<file path="src/rtl/core/assert_macros.svh">
// assertion macros shared by the scrambler rtl
// no dependencies; include with the bare file name
`ifndef ASSERT_MACROS_SVH
`define ASSERT_MACROS_SVH

// plain invariant, checked on every clock edge out of reset
`define KBS_ASSERT(lbl, clk, rstn, prop, msg) \
  lbl: assert property (@(posedge clk) disable iff (!(rstn)) (prop)) else $error(msg);

// same-cycle implication
`define KBS_ASSERT_IMPLIES(lbl, clk, rstn, ante, cons, msg) \
  lbl: assert property (@(posedge clk) disable iff (!(rstn)) (ante) |-> (cons)) \
    else $error(msg);

`endif

</file>
<file path="src/rtl/core/kbs_pkg.sv">
// types, constants and byte functions of the keyed byte scrambler
// no dependencies; used by the top level, kbs_mod_pipe, kbs_key_store and kbs_mix
`timescale 1ns / 1ps
`default_nettype none

package kbs_pkg;

  typedef enum logic [1:0] {
    OP_DECRYPT   = 2'd0,
    OP_ENCRYPT   = 2'd1,
    OP_LOAD_PW   = 2'd2,
    OP_LOAD_HASH = 2'd3
  } op_e;

  localparam logic [1:0] CFG_ENABLED   = 2'd0;
  localparam logic [1:0] CFG_PW_LEN    = 2'd1;
  localparam logic [1:0] CFG_HDR_BYTES = 2'd2;

  localparam int HASH_BYTES     = 32;
  localparam int HASH_AW        = 5;
  localparam int POS_W          = 32;
  localparam int MOD_STAGES     = 4;
  localparam int BITS_PER_STAGE = POS_W / MOD_STAGES;

  typedef struct packed {
    logic        enabled;
    logic [6:0]  pw_len;
    logic [15:0] hdr_bytes;
  } cfg_t;

  typedef struct packed {
    op_e         op;
    logic [31:0] pos;
    logic [7:0]  value;
    logic        last;
    logic        bypass;
    logic [6:0]  rem;
  } mod_item_t;

  typedef struct packed {
    op_e        op;
    logic [7:0] value;
    logic       last;
    logic       bypass;
    logic [7:0] pw;
    logic [7:0] hash;
  } key_item_t;

  // restoring remainder over one slice of the offset, msb first
  function automatic logic [6:0] mod_step(input logic [6:0] rem,
                                          input logic [BITS_PER_STAGE-1:0] bits,
                                          input logic [6:0] len);
    logic [7:0] t;
    logic [6:0] r;
    r = rem;
    for (int i = BITS_PER_STAGE - 1; i >= 0; i--) begin
      t = {r, bits[i]};
      if (t >= {1'b0, len}) begin
        t = t - {1'b0, len};
      end
      r = t[6:0];
    end
    return r;
  endfunction

  function automatic logic [7:0] rotl8(input logic [7:0] x, input logic [2:0] n);
    logic [15:0] d;
    d = {x, x} << n;
    return d[15:8];
  endfunction

  function automatic logic [7:0] rotr8(input logic [7:0] x, input logic [2:0] n);
    logic [15:0] d;
    d = {x, x} >> n;
    return d[7:0];
  endfunction

  function automatic logic [7:0] encrypt8(input logic [7:0] x, input logic [7:0] pw,
                                          input logic [7:0] h);
    logic [7:0] y;
    y = rotl8(x ^ h, pw[2:0]) ^ pw;
    if (pw[0]) begin
      y = rotl8(y, 3'd2);
    end
    if (h[0]) begin
      y = ~y;
    end
    return y;
  endfunction

  function automatic logic [7:0] decrypt8(input logic [7:0] x, input logic [7:0] pw,
                                          input logic [7:0] h);
    logic [7:0] y;
    y = h[0] ? ~x : x;
    if (pw[0]) begin
      y = rotr8(y, 3'd2);
    end
    y = rotr8(y ^ pw, pw[2:0]) ^ h;
    return y;
  endfunction

endpackage

`default_nettype wire

</file>
<file path="src/rtl/core/kbs_in_if.sv">
// input channel of the scrambler: valid, ready and one command item
// no dependencies
`timescale 1ns / 1ps
`default_nettype none

interface kbs_in_if;
  logic        valid;
  logic        ready;
  logic [1:0]  operation;
  logic [31:0] position;
  logic [7:0]  value;
  logic        last;

  modport source (output valid, operation, position, value, last, input ready);
  modport sink   (input valid, operation, position, value, last, output ready);
endinterface

`default_nettype wire

</file>
<file path="src/rtl/core/kbs_out_if.sv">
// output channel of the scrambler: valid, ready and one result byte
// no dependencies
`timescale 1ns / 1ps
`default_nettype none

interface kbs_out_if;
  logic       valid;
  logic       ready;
  logic [7:0] result_byte;
  logic       result_last;

  modport source (output valid, result_byte, result_last, input ready);
  modport sink   (input valid, result_byte, result_last, output ready);
endinterface

`default_nettype wire

</file>
<file path="src/rtl/core/keyed_byte_scrambler.sv">
// keyed byte scrambler top level: config registers and the stage chain
// depends on kbs_pkg, kbs_in_if, kbs_out_if, kbs_mod_pipe, kbs_key_store,
// kbs_mix and assert_macros.svh
//
// usage
//   in_i carries commands: decrypt or encrypt a byte at a file offset, or
//   load a password or hash byte at a store index. a transfer happens when
//   valid and ready are both high. data commands give one result on out_o,
//   loads give none. config is written through cfg_we_i / cfg_idx_i /
//   cfg_wdata_i while the block is idle.
//   an input transfer reaches result valid through six registers: four
//   remainder stages, each doing eight restoring steps of offset mod
//   password length, one key store read stage, one transform and output
//   register. one item per cycle is taken unless out_o stalls, as each stage's
//   step is combinational; the password memory port gives one read per cycle.
//   every stage has its own valid bit, so bubbles close up when out_o
//   stalls and input is still taken until the chain is full.
//   reset empties the chain, clears the password valid bits and the hash
//   registers at once (no clearing pass) and loads enabled 0, password
//   length 1 and header bytes 0.
`timescale 1ns / 1ps
`default_nettype none
`include "assert_macros.svh"

module keyed_byte_scrambler #(
  parameter int MAX_PASSWORD_BYTES = 128
) (
  input  wire logic        clk_i,
  input  wire logic        rst_ni,
  input  wire logic        cfg_we_i,
  input  wire logic [1:0]  cfg_idx_i,
  input  wire logic [15:0] cfg_wdata_i,
  kbs_in_if.sink           in_i,
  kbs_out_if.source        out_o
);

  logic        enabled_q;
  logic [6:0]  pw_len_q;
  logic [15:0] hdr_bytes_q;

  kbs_pkg::cfg_t      cfg;
  logic               mod_valid;
  logic               mod_ready;
  kbs_pkg::mod_item_t mod_item;
  logic               ks_valid;
  logic               ks_ready;
  kbs_pkg::key_item_t ks_item;
  logic               ks_is_data;

  always_ff @(posedge clk_i or negedge rst_ni) begin
    if (!rst_ni) begin
      enabled_q   <= 1'b0;
      pw_len_q    <= 7'd1;
      hdr_bytes_q <= 16'd0;
    end else if (cfg_we_i) begin
      case (cfg_idx_i)
        kbs_pkg::CFG_ENABLED:   enabled_q   <= cfg_wdata_i[0];
        kbs_pkg::CFG_PW_LEN:    pw_len_q    <= cfg_wdata_i[6:0];
        kbs_pkg::CFG_HDR_BYTES: hdr_bytes_q <= cfg_wdata_i;
        default: ;
      endcase
    end
  end

  // zero length counts as one
  always_comb begin
    cfg.enabled   = enabled_q;
    cfg.pw_len    = (pw_len_q == 7'd0) ? 7'd1 : pw_len_q;
    cfg.hdr_bytes = hdr_bytes_q;
  end

  kbs_mod_pipe u_mod_pipe (
    .clk_i       (clk_i),
    .rst_ni      (rst_ni),
    .cfg_i       (cfg),
    .in_i        (in_i),
    .out_valid_o (mod_valid),
    .out_ready_i (mod_ready),
    .out_item_o  (mod_item)
  );

  kbs_key_store #(
    .MAX_PASSWORD_BYTES (MAX_PASSWORD_BYTES)
  ) u_key_store (
    .clk_i       (clk_i),
    .rst_ni      (rst_ni),
    .in_valid_i  (mod_valid),
    .in_ready_o  (mod_ready),
    .in_item_i   (mod_item),
    .out_valid_o (ks_valid),
    .out_ready_i (ks_ready),
    .out_item_o  (ks_item)
  );

  kbs_mix u_mix (
    .clk_i      (clk_i),
    .rst_ni     (rst_ni),
    .in_valid_i (ks_valid),
    .in_ready_o (ks_ready),
    .in_item_i  (ks_item),
    .out_o      (out_o)
  );

  assign ks_is_data = (ks_item.op == kbs_pkg::OP_DECRYPT) ||
                      (ks_item.op == kbs_pkg::OP_ENCRYPT);

  `KBS_ASSERT(a_len_nonzero, clk_i, rst_ni, cfg.pw_len != 7'd0, "password length is zero")
  `KBS_ASSERT_IMPLIES(a_key_data_only, clk_i, rst_ni, ks_valid, ks_is_data, "load passed key store")

endmodule

`default_nettype wire

</file>
<file path="src/rtl/core/kbs_mod_pipe.sv">
// offset modulo password length, one byte of the offset per stage
// depends on kbs_pkg and kbs_in_if
`timescale 1ns / 1ps
`default_nettype none

module kbs_mod_pipe (
  input  wire logic              clk_i,
  input  wire logic              rst_ni,
  input  wire kbs_pkg::cfg_t     cfg_i,
  kbs_in_if.sink                 in_i,
  output logic                   out_valid_o,
  input  wire logic              out_ready_i,
  output kbs_pkg::mod_item_t     out_item_o
);

  localparam int NS = kbs_pkg::MOD_STAGES;
  localparam int BW = kbs_pkg::BITS_PER_STAGE;

  logic [NS-1:0]      v_q;
  kbs_pkg::mod_item_t item_q [NS];
  logic [NS:0]        rdy;

  assign rdy[NS]  = out_ready_i;
  assign in_i.ready = rdy[0];

  for (genvar k = 0; k < NS; k++) begin : g_stage
    localparam int HI = kbs_pkg::POS_W - 1 - BW * k;
    logic               v_in;
    kbs_pkg::mod_item_t it_in;
    kbs_pkg::mod_item_t it_d;

    assign rdy[k] = !v_q[k] || rdy[k+1];

    if (k == 0) begin : g_first
      always_comb begin
        v_in         = in_i.valid;
        it_in.op     = kbs_pkg::op_e'(in_i.operation);
        it_in.pos    = in_i.position;
        it_in.value  = in_i.value;
        it_in.last   = in_i.last;
        it_in.bypass = !cfg_i.enabled || (in_i.position < {16'd0, cfg_i.hdr_bytes});
        it_in.rem    = '0;
      end
    end else begin : g_next
      always_comb begin
        v_in  = v_q[k-1];
        it_in = item_q[k-1];
      end
    end

    always_comb begin
      it_d     = it_in;
      it_d.rem = kbs_pkg::mod_step(it_in.rem, it_in.pos[HI -: BW], cfg_i.pw_len);
    end

    always_ff @(posedge clk_i or negedge rst_ni) begin
      if (!rst_ni) begin
        v_q[k] <= 1'b0;
      end else if (rdy[k]) begin
        v_q[k] <= v_in;
      end
    end

    always_ff @(posedge clk_i) begin
      if (rdy[k] && v_in) begin
        item_q[k] <= it_d;
      end
    end
  end

  assign out_valid_o = v_q[NS-1];
  assign out_item_o  = item_q[NS-1];

endmodule

`default_nettype wire

</file>
<file path="src/rtl/core/kbs_key_store.sv">
// password memory with valid bits and hash registers; loads end here
// depends on kbs_pkg
`timescale 1ns / 1ps
`default_nettype none

module kbs_key_store #(
  parameter int MAX_PASSWORD_BYTES = 128
) (
  input  wire logic              clk_i,
  input  wire logic              rst_ni,
  input  wire logic              in_valid_i,
  output logic                   in_ready_o,
  input  wire kbs_pkg::mod_item_t in_item_i,
  output logic                   out_valid_o,
  input  wire logic              out_ready_i,
  output kbs_pkg::key_item_t     out_item_o
);

  localparam int PW_AW = $clog2(MAX_PASSWORD_BYTES);

  logic [7:0]                    pw_mem [MAX_PASSWORD_BYTES];
  logic [MAX_PASSWORD_BYTES-1:0] pw_vld_q;
  logic [7:0]                    hash_q [kbs_pkg::HASH_BYTES];

  logic             v_q;
  logic [7:0]       pw_rd_q;
  logic             pw_ok_q;
  logic [7:0]       hash_rd_q;
  kbs_pkg::op_e     op_q;
  logic [7:0]       value_q;
  logic             last_q;
  logic             bypass_q;

  logic             xfer;
  logic             is_data;
  logic             pw_wr;
  logic             hash_wr;
  logic             rd;
  logic [7:0]       pidx;
  logic             pw_in_range;
  logic [PW_AW-1:0] ra;
  logic [PW_AW-1:0] wa;
  logic [kbs_pkg::HASH_AW-1:0] hidx;

  assign in_ready_o  = !v_q || out_ready_i;
  assign xfer        = in_valid_i && in_ready_o;
  assign is_data     = (in_item_i.op == kbs_pkg::OP_DECRYPT) ||
                       (in_item_i.op == kbs_pkg::OP_ENCRYPT);
  assign pw_wr       = xfer && (in_item_i.op == kbs_pkg::OP_LOAD_PW) &&
                       (in_item_i.pos < 32'(MAX_PASSWORD_BYTES));
  assign hash_wr     = xfer && (in_item_i.op == kbs_pkg::OP_LOAD_HASH) &&
                       (in_item_i.pos[31:kbs_pkg::HASH_AW] == '0);
  assign rd          = xfer && is_data;
  assign pidx        = {1'b0, in_item_i.rem};
  assign pw_in_range = {24'd0, pidx} < 32'(MAX_PASSWORD_BYTES);
  assign ra          = pidx[PW_AW-1:0];
  assign wa          = in_item_i.pos[PW_AW-1:0];
  assign hidx        = in_item_i.pos[kbs_pkg::HASH_AW-1:0];

  always_ff @(posedge clk_i) begin
    if (pw_wr) begin
      pw_mem[wa] <= in_item_i.value;
    end
    if (rd) begin
      pw_rd_q <= pw_mem[ra];
    end
  end

  always_ff @(posedge clk_i or negedge rst_ni) begin
    if (!rst_ni) begin
      pw_vld_q <= '0;
      for (int i = 0; i < kbs_pkg::HASH_BYTES; i++) begin
        hash_q[i] <= '0;
      end
    end else begin
      if (pw_wr) begin
        pw_vld_q[wa] <= 1'b1;
      end
      if (hash_wr) begin
        hash_q[hidx] <= in_item_i.value;
      end
    end
  end

  always_ff @(posedge clk_i or negedge rst_ni) begin
    if (!rst_ni) begin
      v_q <= 1'b0;
    end else if (in_ready_o) begin
      v_q <= in_valid_i && is_data;
    end
  end

  always_ff @(posedge clk_i) begin
    if (rd) begin
      pw_ok_q   <= pw_in_range && pw_vld_q[ra];
      hash_rd_q <= hash_q[hidx];
      op_q      <= in_item_i.op;
      value_q   <= in_item_i.value;
      last_q    <= in_item_i.last;
      bypass_q  <= in_item_i.bypass;
    end
  end

  always_comb begin
    out_item_o.op     = op_q;
    out_item_o.value  = value_q;
    out_item_o.last   = last_q;
    out_item_o.bypass = bypass_q;
    out_item_o.pw     = pw_ok_q ? pw_rd_q : 8'd0;
    out_item_o.hash   = hash_rd_q;
  end

  assign out_valid_o = v_q;

endmodule

`default_nettype wire

</file>
<file path="src/rtl/core/kbs_mix.sv">
// byte transform and output register
// depends on kbs_pkg and kbs_out_if
`timescale 1ns / 1ps
`default_nettype none

module kbs_mix (
  input  wire logic              clk_i,
  input  wire logic              rst_ni,
  input  wire logic              in_valid_i,
  output logic                   in_ready_o,
  input  wire kbs_pkg::key_item_t in_item_i,
  kbs_out_if.source              out_o
);

  logic       v_q;
  logic [7:0] byte_q;
  logic       last_q;
  logic [7:0] byte_d;

  assign in_ready_o = !v_q || out_o.ready;

  always_comb begin
    if (in_item_i.bypass) begin
      byte_d = in_item_i.value;
    end else if (in_item_i.op == kbs_pkg::OP_ENCRYPT) begin
      byte_d = kbs_pkg::encrypt8(in_item_i.value, in_item_i.pw, in_item_i.hash);
    end else begin
      byte_d = kbs_pkg::decrypt8(in_item_i.value, in_item_i.pw, in_item_i.hash);
    end
  end

  always_ff @(posedge clk_i or negedge rst_ni) begin
    if (!rst_ni) begin
      v_q <= 1'b0;
    end else if (in_ready_o) begin
      v_q <= in_valid_i;
    end
  end

  always_ff @(posedge clk_i) begin
    if (in_ready_o && in_valid_i) begin
      byte_q <= byte_d;
      last_q <= in_item_i.last;
    end
  end

  assign out_o.valid       = v_q;
  assign out_o.result_byte = byte_q;
  assign out_o.result_last = last_q;

endmodule

`default_nettype wire
</file>
<file path="src/flat_wrapper.sv">
// flat-port wrapper written by rule: the top's interface ports become plain ports
module keyed_byte_scrambler_flat 
#(
  parameter int MAX_PASSWORD_BYTES = 128
)
  (clk_i, rst_ni, cfg_we_i, cfg_idx_i, cfg_wdata_i, in_i_valid, in_i_operation, in_i_position, in_i_value, in_i_last, in_i_ready, out_o_valid, out_o_result_byte, out_o_result_last, out_o_ready);
  kbs_in_if in_i_i ();
  kbs_out_if out_o_i ();
  input  wire logic clk_i;
  input  wire logic rst_ni;
  input  wire logic cfg_we_i;
  input  wire logic [1:0] cfg_idx_i;
  input  wire logic [15:0] cfg_wdata_i;
  input wire logic [$bits(in_i_i.valid)-1:0] in_i_valid;
  input wire logic [$bits(in_i_i.operation)-1:0] in_i_operation;
  input wire logic [$bits(in_i_i.position)-1:0] in_i_position;
  input wire logic [$bits(in_i_i.value)-1:0] in_i_value;
  input wire logic [$bits(in_i_i.last)-1:0] in_i_last;
  output wire logic [$bits(in_i_i.ready)-1:0] in_i_ready;
  output wire logic [$bits(out_o_i.valid)-1:0] out_o_valid;
  output wire logic [$bits(out_o_i.result_byte)-1:0] out_o_result_byte;
  output wire logic [$bits(out_o_i.result_last)-1:0] out_o_result_last;
  input wire logic [$bits(out_o_i.ready)-1:0] out_o_ready;
  assign in_i_i.valid = in_i_valid;
  assign in_i_i.operation = in_i_operation;
  assign in_i_i.position = in_i_position;
  assign in_i_i.value = in_i_value;
  assign in_i_i.last = in_i_last;
  assign in_i_ready = in_i_i.ready;
  assign out_o_valid = out_o_i.valid;
  assign out_o_result_byte = out_o_i.result_byte;
  assign out_o_result_last = out_o_i.result_last;
  assign out_o_i.ready = out_o_ready;
  keyed_byte_scrambler #(.MAX_PASSWORD_BYTES(MAX_PASSWORD_BYTES)) u_core (.clk_i(clk_i), .rst_ni(rst_ni), .cfg_we_i(cfg_we_i), .cfg_idx_i(cfg_idx_i), .cfg_wdata_i(cfg_wdata_i), .in_i(in_i_i), .out_o(out_o_i));
endmodule
</file>
<file path="config.mk">
export PLATFORM = sky130hd
export DESIGN_NAME = keyed_byte_scrambler_flat
export DESIGN_NICKNAME = d
export VERILOG_FILES = /design/src/rtl/core/kbs_pkg.sv /design/src/rtl/core/kbs_in_if.sv /design/src/rtl/core/kbs_out_if.sv /design/src/rtl/core/keyed_byte_scrambler.sv /design/src/rtl/core/kbs_mod_pipe.sv /design/src/rtl/core/kbs_key_store.sv /design/src/rtl/core/kbs_mix.sv /design/src/flat_wrapper.sv
export VERILOG_INCLUDE_DIRS = /design/src /design/src/rtl/core
export SDC_FILE = /design/constraint.sdc
export NUM_CORES = 2
export LEC_CHECK = 0
export BUFFER_PORTS_ARGS = -buffer_cell sky130_fd_sc_hd__buf_4
export CAP_MARGIN = 15
export CELL_PAD_IN_SITES_DETAIL_PLACEMENT = 0
export CELL_PAD_IN_SITES_GLOBAL_PLACEMENT = 1
export CORE_ASPECT_RATIO = 1.4
export CORE_MARGIN = 2
export CORE_UTILIZATION = 40
export CTS_CLUSTER_DIAMETER = 100
export DETAILED_ROUTE_END_ITERATION = 6
export PLACE_DENSITY = 0.64
export SYNTH_ARGS = -nofsm -noshare
export SYNTH_HDL_FRONTEND = slang
export SYNTH_SLANG_ARGS = --single-unit
</file>
<file path="constraint.sdc">
create_clock -name clk_i -period 18.5 [get_ports clk_i]
set_clock_uncertainty 0.1 [all_clocks]
set_input_delay 1.85 -clock clk_i [delete_from_list [all_inputs] [get_ports clk_i]]
set_output_delay 1.85 -clock clk_i [all_outputs]
set_load 0.005 [all_outputs]
</file>
Yosys cells after proc, flatten, opt, wreduce, memory -nomap -nowiden
Memories as Yosys holds them, arrays and structs flattened. A register that Yosys moved wholly into a read port is not among the register bits. Cells that the tools add are included.

Memory bits (writable): 1228. Output and inout port bits: 11. Memories kept: 2. Logic and storage cells: 241. Bits of input ports: 66. Register bits after elaboration: 444.

Memories: u_core.u_key_store.pw_mem (depth 128, width 8, read ports 1, clocked after Yosys merged registers in 1, wr ports 1, line kbs_key_store.sv:21) `logic [7:0] pw_mem [MAX_PASSWORD_BYTES];`; u_core.u_mod_pipe.item_q (depth 4, width 51, read ports 4, clocked after Yosys merged registers in 0, wr ports 4, line kbs_mod_pipe.sv:20) `kbs_pkg::mod_item_t item_q [NS];`.

Order comparisons: 40. Bitwise gates (word level): 8. Reduce and logical (&&, ||, !) cells: 37. $add $sub $neg: 32. Equality and inequality tests: 6. Shifts and indexed selects: 2. Muxes and demuxes: 64.

Operators with widths (count): bitwise mux 256 bit (1); greater-or-equal comparator 8 x 7 -> 1 bit (31); 2-to-1 mux 7 bit (33); subtractor 7 bit (31); OR 128 bit (1); 2-to-1 mux 8 bit (14); binary-select mux 8 bit (select 5 bit) (1); demux 8 bit (select 5 bit) (1); less-than comparator 32 x 16 -> 1 bit (1); less-than comparator 32 x 8 -> 1 bit, second input constant (1); XOR 8 bit (4); zero test 27 bit (1); less-than comparator 7 x 8 -> 1 bit, second input constant (3); NOT 8 bit (2); left shift 16 x 3 -> 16 bit (1); >> shifter 16 x 3 -> 8 bit (1); logical AND 1 bit (15); 2-to-1 mux 1 bit (12); logical OR 1 bit (8); binary-select mux 1 bit (select 7 bit) (1); demux 1 bit (select 7 bit) (1); greater-or-equal comparator 1 x 7 -> 1 bit (1); greater-or-equal comparator 7 x 1 -> 1 bit, second input constant (1); zero test 1 bit (7); 9 further kinds (16).

Depth between registers and ports, before layout
Depth in word-level cells: 18. Gate-level depth with buffers: 87. Gate-level depth less buffers: 84.

Cells and area by module
From an unflattened synthesis, not the netlist that was laid out.

Cell total of the unflattened synthesis: 4838. Area, all modules: 79075.8 um^2.

By module, submodules not included: kbs_key_store (cells each 2723, times used 1, seq. area each 41254.6 um^2, area an instance 57258.7 um^2); kbs_mod_pipe (cells each 1814, times used 1, seq. area each 6226.0 um^2, area an instance 18774.3 um^2); kbs_mix (cells each 240, times used 1, seq. area each 295.3 um^2, area an instance 2043.2 um^2); keyed_byte_scrambler (cells each 61, times used 1, seq. area each 601.8 um^2, area an instance 999.7 um^2).

Worst setup path after synthesis
No wires, ideal clock.

Path type: register -> register. Start point: register u_core.pw_len_q[1]. End point: memory u_core.u_mod_pipe.item_q[3][3] in the netlist's numbering (data pin). Arrival time: 17.992 ns. Slack: 0.147 ns. Clock period less this slack: 18.353 ns. Data required time: 18.139 ns. Stages on the path, launching flop included: 79. Cells stage by stage: dfrtp_1 nor4_1 and2_1 or2_2 ha_1 inv_1 fa_1 a21o_1 a211oi_1 o21ai_1 o21ai_0 inv_1 ha_1 a41o_1 o31ai_1 o2111ai_1 o21ai_0 fa_1 [... 43 more ...] a21o_1 a21oi_1 o21ai_0 a221o_1 a221o_1 clkbuf_1 nor2_1 a21oi_1 fa_1 a21o_1 a21oi_1 o21bai_1 a21oi_1 o21ai_0 a21o_1 a2111oi_0 mux2i_1 a221o_1.

RTL lines: from (decl) (line keyed_byte_scrambler.sv:38) `logic [6:0] pw_len_q;`; from (signal assigned) (line keyed_byte_scrambler.sv:58) `kbs_pkg::CFG_PW_LEN: pw_len_q <= cfg_wdata_i[6:0];`; to (decl) (line kbs_mod_pipe.sv:20).

==> report_table.html <==
<table>
<tr><th>Metric</th><th>Value</th></tr>
<tr><th colspan="2">Outcome</th></tr>
<tr><td>Result of the run</td><td>complete, but fails checks</td></tr>
<tr><td>Violations in the final reports</td><td>design-rule violations</td></tr>
<tr><th colspan="2">Min path</th></tr>
<tr><td>Startpoint of the most critical hold path</td><td>u_core.u_mod_pipe.item_q[1][11]</td></tr>
<tr><td>Worst min-delay path endpoint</td><td>u_core.u_mod_pipe.item_q[2][11]</td></tr>
<tr><td>Class of the most critical hold timing path</td><td>flop to flop</td></tr>
<tr><td>Cell count of the worst hold path</td><td>0</td></tr>
<tr><th colspan="2">Global route</th></tr>
<tr><td>Number of global-route vias before repair</td><td>45.2k</td></tr>
<tr><td>Number of antenna violations at the first check in global routing</td><td>3</td></tr>
<tr><td>Total routing usage reported by global routing</td><td>19.9%</td></tr>
<tr><td>Grt total ovfl</td><td>0</td></tr>
<tr><td>Global-route wire length before repair</td><td>296000 um</td></tr>
<tr><td>Maximum number of pins on one net before global-route repair</td><td>162</td></tr>
<tr><th colspan="2">Timing</th></tr>
<tr><td>Clock period minus final worst setup slack</td><td>17.33 ns</td></tr>
<tr><td>Worst slew margin relative to its limit</td><td>23.3%</td></tr>
<tr><td>Count of final setup violators</td><td>0</td></tr>
<tr><td>Final Hold Viols</td><td>0</td></tr>
<tr><td>Max frequency</td><td>57.7 MHz</td></tr>
<tr><td>Count of final max-slew check failures</td><td>0</td></tr>
<tr><td>Slew at the pin closest to its max-slew limit</td><td>1.15 ns</td></tr>
<tr><td>Share of the cycle needed by the critical path after routing</td><td>93.7%</td></tr>
<tr><td>Setup tns final</td><td>0 ns</td></tr>
<tr><th colspan="2">Clocking</th></tr>
<tr><td>CTS root buf</td><td>clkbuf_16</td></tr>
<tr><td>Clock-pin slew reported for the worst setup and hold paths after clock tree synthesis</td><td>0.07 ns</td></tr>
<tr><td>Bufs on Longest Clock Path</td><td>4</td></tr>
<tr><td>Clock buffers created by TritonCTS</td><td>173</td></tr>
<tr><td>Count of clock tree sinks</td><td>1680</td></tr>
<tr><td>Number of levels the H-tree was split into</td><td>4</td></tr>
<tr><td>Clock insertion delay at the later pin of the skew report</td><td>0.83 ns</td></tr>
<tr><td>Clock tree from TritonCTS</td><td>yes</td></tr>
<tr><th colspan="2">Synthesis</th></tr>
<tr><td>EDFF count, synth</td><td>1266</td></tr>
<tr><td>Synthesized area divided by synthesized cell count</td><td>16.0 sq um</td></tr>
<tr><td>Post-synth design cell area</td><td>0.0782 sq mm</td></tr>
<tr><td>Syn_nets</td><td>5208</td></tr>
<tr><td>Primary FF master, synth</td><td>edfxtp_1</td></tr>
<tr><td>Yosys warns</td><td>0</td></tr>
<tr><td>Number of synthesized register bits</td><td>1680</td></tr>
<tr><td>Top post-synthesis cells by area</td><td>edfxtp_1, dfrtp_1, mux4_2</td></tr>
<tr><td>Largest area contributor in the netlist</td><td>edfxtp_1</td></tr>
<tr><td>Count of different cell masters after synthesis</td><td>86</td></tr>
<tr><td>Seq/Total Area, Yosys</td><td>61.9%</td></tr>
<tr><td>Synth top area share</td><td>48.6%</td></tr>
<tr><td>Gate count after technology mapping</td><td>4877</td></tr>
<tr><td>Post-synthesis async set-or-reset flop share</td><td>24.6%</td></tr>
<tr><th colspan="2">Floorplanning</th></tr>
<tr><td>Total I/O pin count</td><td>77</td></tr>
<tr><td>Die extent in x</td><td>378 um</td></tr>
<tr><td>Height of the die</td><td>527 um</td></tr>
<tr><td>Area inside the core boundary</td><td>0.195 sq mm</td></tr>
<tr><td>Initial standard-cell utilization of the core</td><td>40.1%</td></tr>
<tr><td>Total Die Area</td><td>0.199 sq mm</td></tr>
<tr><td>Placement row count</td><td>192</td></tr>
<tr><th colspan="2">Critical path</th></tr>
<tr><td>Crit-path leading delay family</td><td>compound AO/OA/AOI/OAI gates</td></tr>
<tr><td>FF-to-FF path depth</td><td>84</td></tr>
<tr><td>Critical path data required time</td><td>18.95 ns</td></tr>
<tr><td>Setup crit start</td><td>u_core.pw_len_q[1]</td></tr>
<tr><td>FF-to-FF setup slack</td><td>1.17 ns</td></tr>
<tr><td>Stage delay of the slowest cell on the critical path</td><td>0.44 ns</td></tr>
<tr><td>CP max FO</td><td>9</td></tr>
<tr><td>Endpoint kind of the worst setup timing path</td><td>flop</td></tr>
<tr><td>Worst Path Class, Setup</td><td>flop to flop</td></tr>
<tr><td>Number of buffer and inverter stages on the critical path</td><td>8</td></tr>
<tr><td>Beginning of the worst register-to-register path</td><td>u_core.pw_len_q[1]</td></tr>
<tr><td>Most frequent cell on the critical path</td><td>o21ai_0</td></tr>
<tr><td>Kind of start point of the critical path</td><td>flop</td></tr>
<tr><td>Worst path arrival time</td><td>17.78 ns</td></tr>
<tr><td>Cell with the biggest individual delay on the critical path</td><td>fa_1</td></tr>
<tr><td>R2R Path End</td><td>u_core.u_mod_pipe.item_q[3][4]</td></tr>
<tr><th colspan="2">Routing</th></tr>
<tr><td>Number of nets with antenna violations after routing</td><td>0</td></tr>
<tr><td>Drt first pass iters</td><td>7</td></tr>
<tr><td>Wirelength per Cell</td><td>25.4 um</td></tr>
<tr><td>Count of routing violations after the opening detailed-route iteration</td><td>3234</td></tr>
<tr><td>Number of vias after detailed routing</td><td>43.4k</td></tr>
<tr><td>Routed wire length</td><td>198000 um</td></tr>
<tr><td>Vias per inst</td><td>5.54</td></tr>
<tr><td>DRC violation count after routing</td><td>3</td></tr>
<tr><th colspan="2">Job</th></tr>
<tr><td>Max-cap violations</td><td>0</td></tr>
<tr><th colspan="2">Placement</th></tr>
<tr><td>Weighted congestion reported at the end of routability-driven placement</td><td>0.825</td></tr>
<tr><td>Number of cells in the design after placement</td><td>7479</td></tr>
<tr><td>Detailed-placement wirelength estimate</td><td>128000 um</td></tr>
<tr><td>Port-buffer cells</td><td>76</td></tr>
<tr><th colspan="2">Cells and area</th></tr>
<tr><td>Area occupied by multi-input gates</td><td>0.0289 sq mm</td></tr>
<tr><td>Commonest non-fill, non-tap cell in the layout</td><td>edfxtp_1</td></tr>
<tr><td>Area occupied by registers</td><td>0.0484 sq mm</td></tr>
<tr><td>Number of nets in the layout</td><td>5400</td></tr>
<tr><td>Fill cells</td><td>17.0k</td></tr>
<tr><td>Post-route non-filler standard cell count</td><td>7826</td></tr>
<tr><td>Share of post-route cells with drive strength above 1</td><td>29.0%</td></tr>
<tr><td>Most frequent cells in the layout</td><td>edfxtp_1, mux4_2, dfrtp_1, mux2_2, nor2_1</td></tr>
<tr><td>Area delta synth-&gt;final</td><td>13.3%</td></tr>
</table>
## area by class of cell
type / instances / share of cell area [%]
diodes: 1 / 0.00282
clock buffers: 236 / 5.44
clock inverters: 76 / 1.08
inverters: 173 / 0.733
multi-input cells: 2831 / 32.6
flip-flops and latches: 1680 / 54.6
well taps: 2619 / 3.70
repair buffers: 210 / 1.89
## flip-flops by register name (all words and copies together) (netlist names), 2 cells and up
signal                          flops
u_core.u_key_store.pw_mem        1024
u_core.u_key_store.hash_q         256
u_core.u_mod_pipe.item_q          204
u_core.u_key_store.pw_vld_q       128
u_core.hdr_bytes_q                 16
u_core.u_key_store.hash_rd_q        8
u_core.u_key_store.pw_rd_q          8
u_core.u_key_store.value_q          8
u_core.u_mix.out_o.result_byte      8
u_core.pw_len_q                     7
u_core.u_mod_pipe.g_stage.v_in      3
u_core.u_key_store.op_q             2
## worst max-delay path by stage
stage	to	slack, ns	depth (start not counted)
finish	u_core.u_mod_pipe.item_q[3][4]	1.17	84
global route	u_core.u_mod_pipe.item_q[2][2]	-0.05	82
CTS	u_core.u_mod_pipe.item_q[2][2]	0.02	78
detailed placement	u_core.u_mod_pipe.item_q[1][6]	-0.74	79
global placement	u_core.u_mod_pipe.item_q[1][6]	-0.74	77
floorplan	u_core.u_mod_pipe.item_q[3][3]	0.15	78
## cells in the mapped netlist, types with 19 or more instances
master / number
nand3_1: 35
o21ai_0: 130
edfxtp_1: 1266
nor3_1: 29
o21a_1: 39
dfrtp_1: 413
fa_1: 31
mux4_2: 442
or2_2: 141
nor4_1: 19
nand2_1: 217
and2_1: 20
inv_1: 172
ha_1: 234
xor2_1: 55
a21o_1: 69
nand2b_1: 34
nand4_1: 39
nor2_1: 255
clkbuf_1: 145
mux2i_1: 79
a22oi_1: 36
buf_1: 42
nor2b_1: 52
a21oi_1: 125
a211oi_1: 19
xnor2_1: 96
nor3b_1: 25
mux2_2: 356
## metal layers
layer | routed length [um] | global-route usage (%) | part of all wire, %
met4 | 6180 | 6.16 | 3.1
met5 | 12 | 0 | 0.0060
met2 | 107000 | 36.9 | 54
met3 | 7790 | 2.34 | 3.9
met1 | 77300 | 24.1 | 39
## repair_timing
action,4_1_cts,5_1_grt
pin swaps,3,13
setup endpoints to repair,21,28
hold buffers,0,0
gates resized for setup,18,75
cloned,0,0
setup buffers,6,27
## metrics by stage
step | hold WS [ns] | area (sq um) | utilization [%] | setup slack [ns]
2_1_floorplan | 0.300 | 78200 | - | 0.147
3_3_place_gp | 0.301 | 82200 | 42.2 | -0.745
3_5_place_dp | 0.305 | 82200 | 42.2 | -0.742
4_1_cts | 0.300 | 88100 | 45.2 | 0.0239
5_1_grt | 0.308 | 88600 | 45.5 | -0.0470
6_report | 0.292 | 88600 | 45.5 | 1.17
## logic make-up after synthesis
kind of cell | Yosys count | synth area share, %
adders and majority gates | 265 | 4.54
buffers and inverters | 366 | 1.77
DFF | 1680 | 61.9
and+or+nand+nor | 930 | 5.98
AOI/OAI and AO/OA | 605 | 5.23
xor gates and xnor gates | 151 | 1.69
muxes | 880 | 18.9
Power is not shown: default switching activity piles up to over one toggle a cycle in this logic, so the estimate is an artifact.
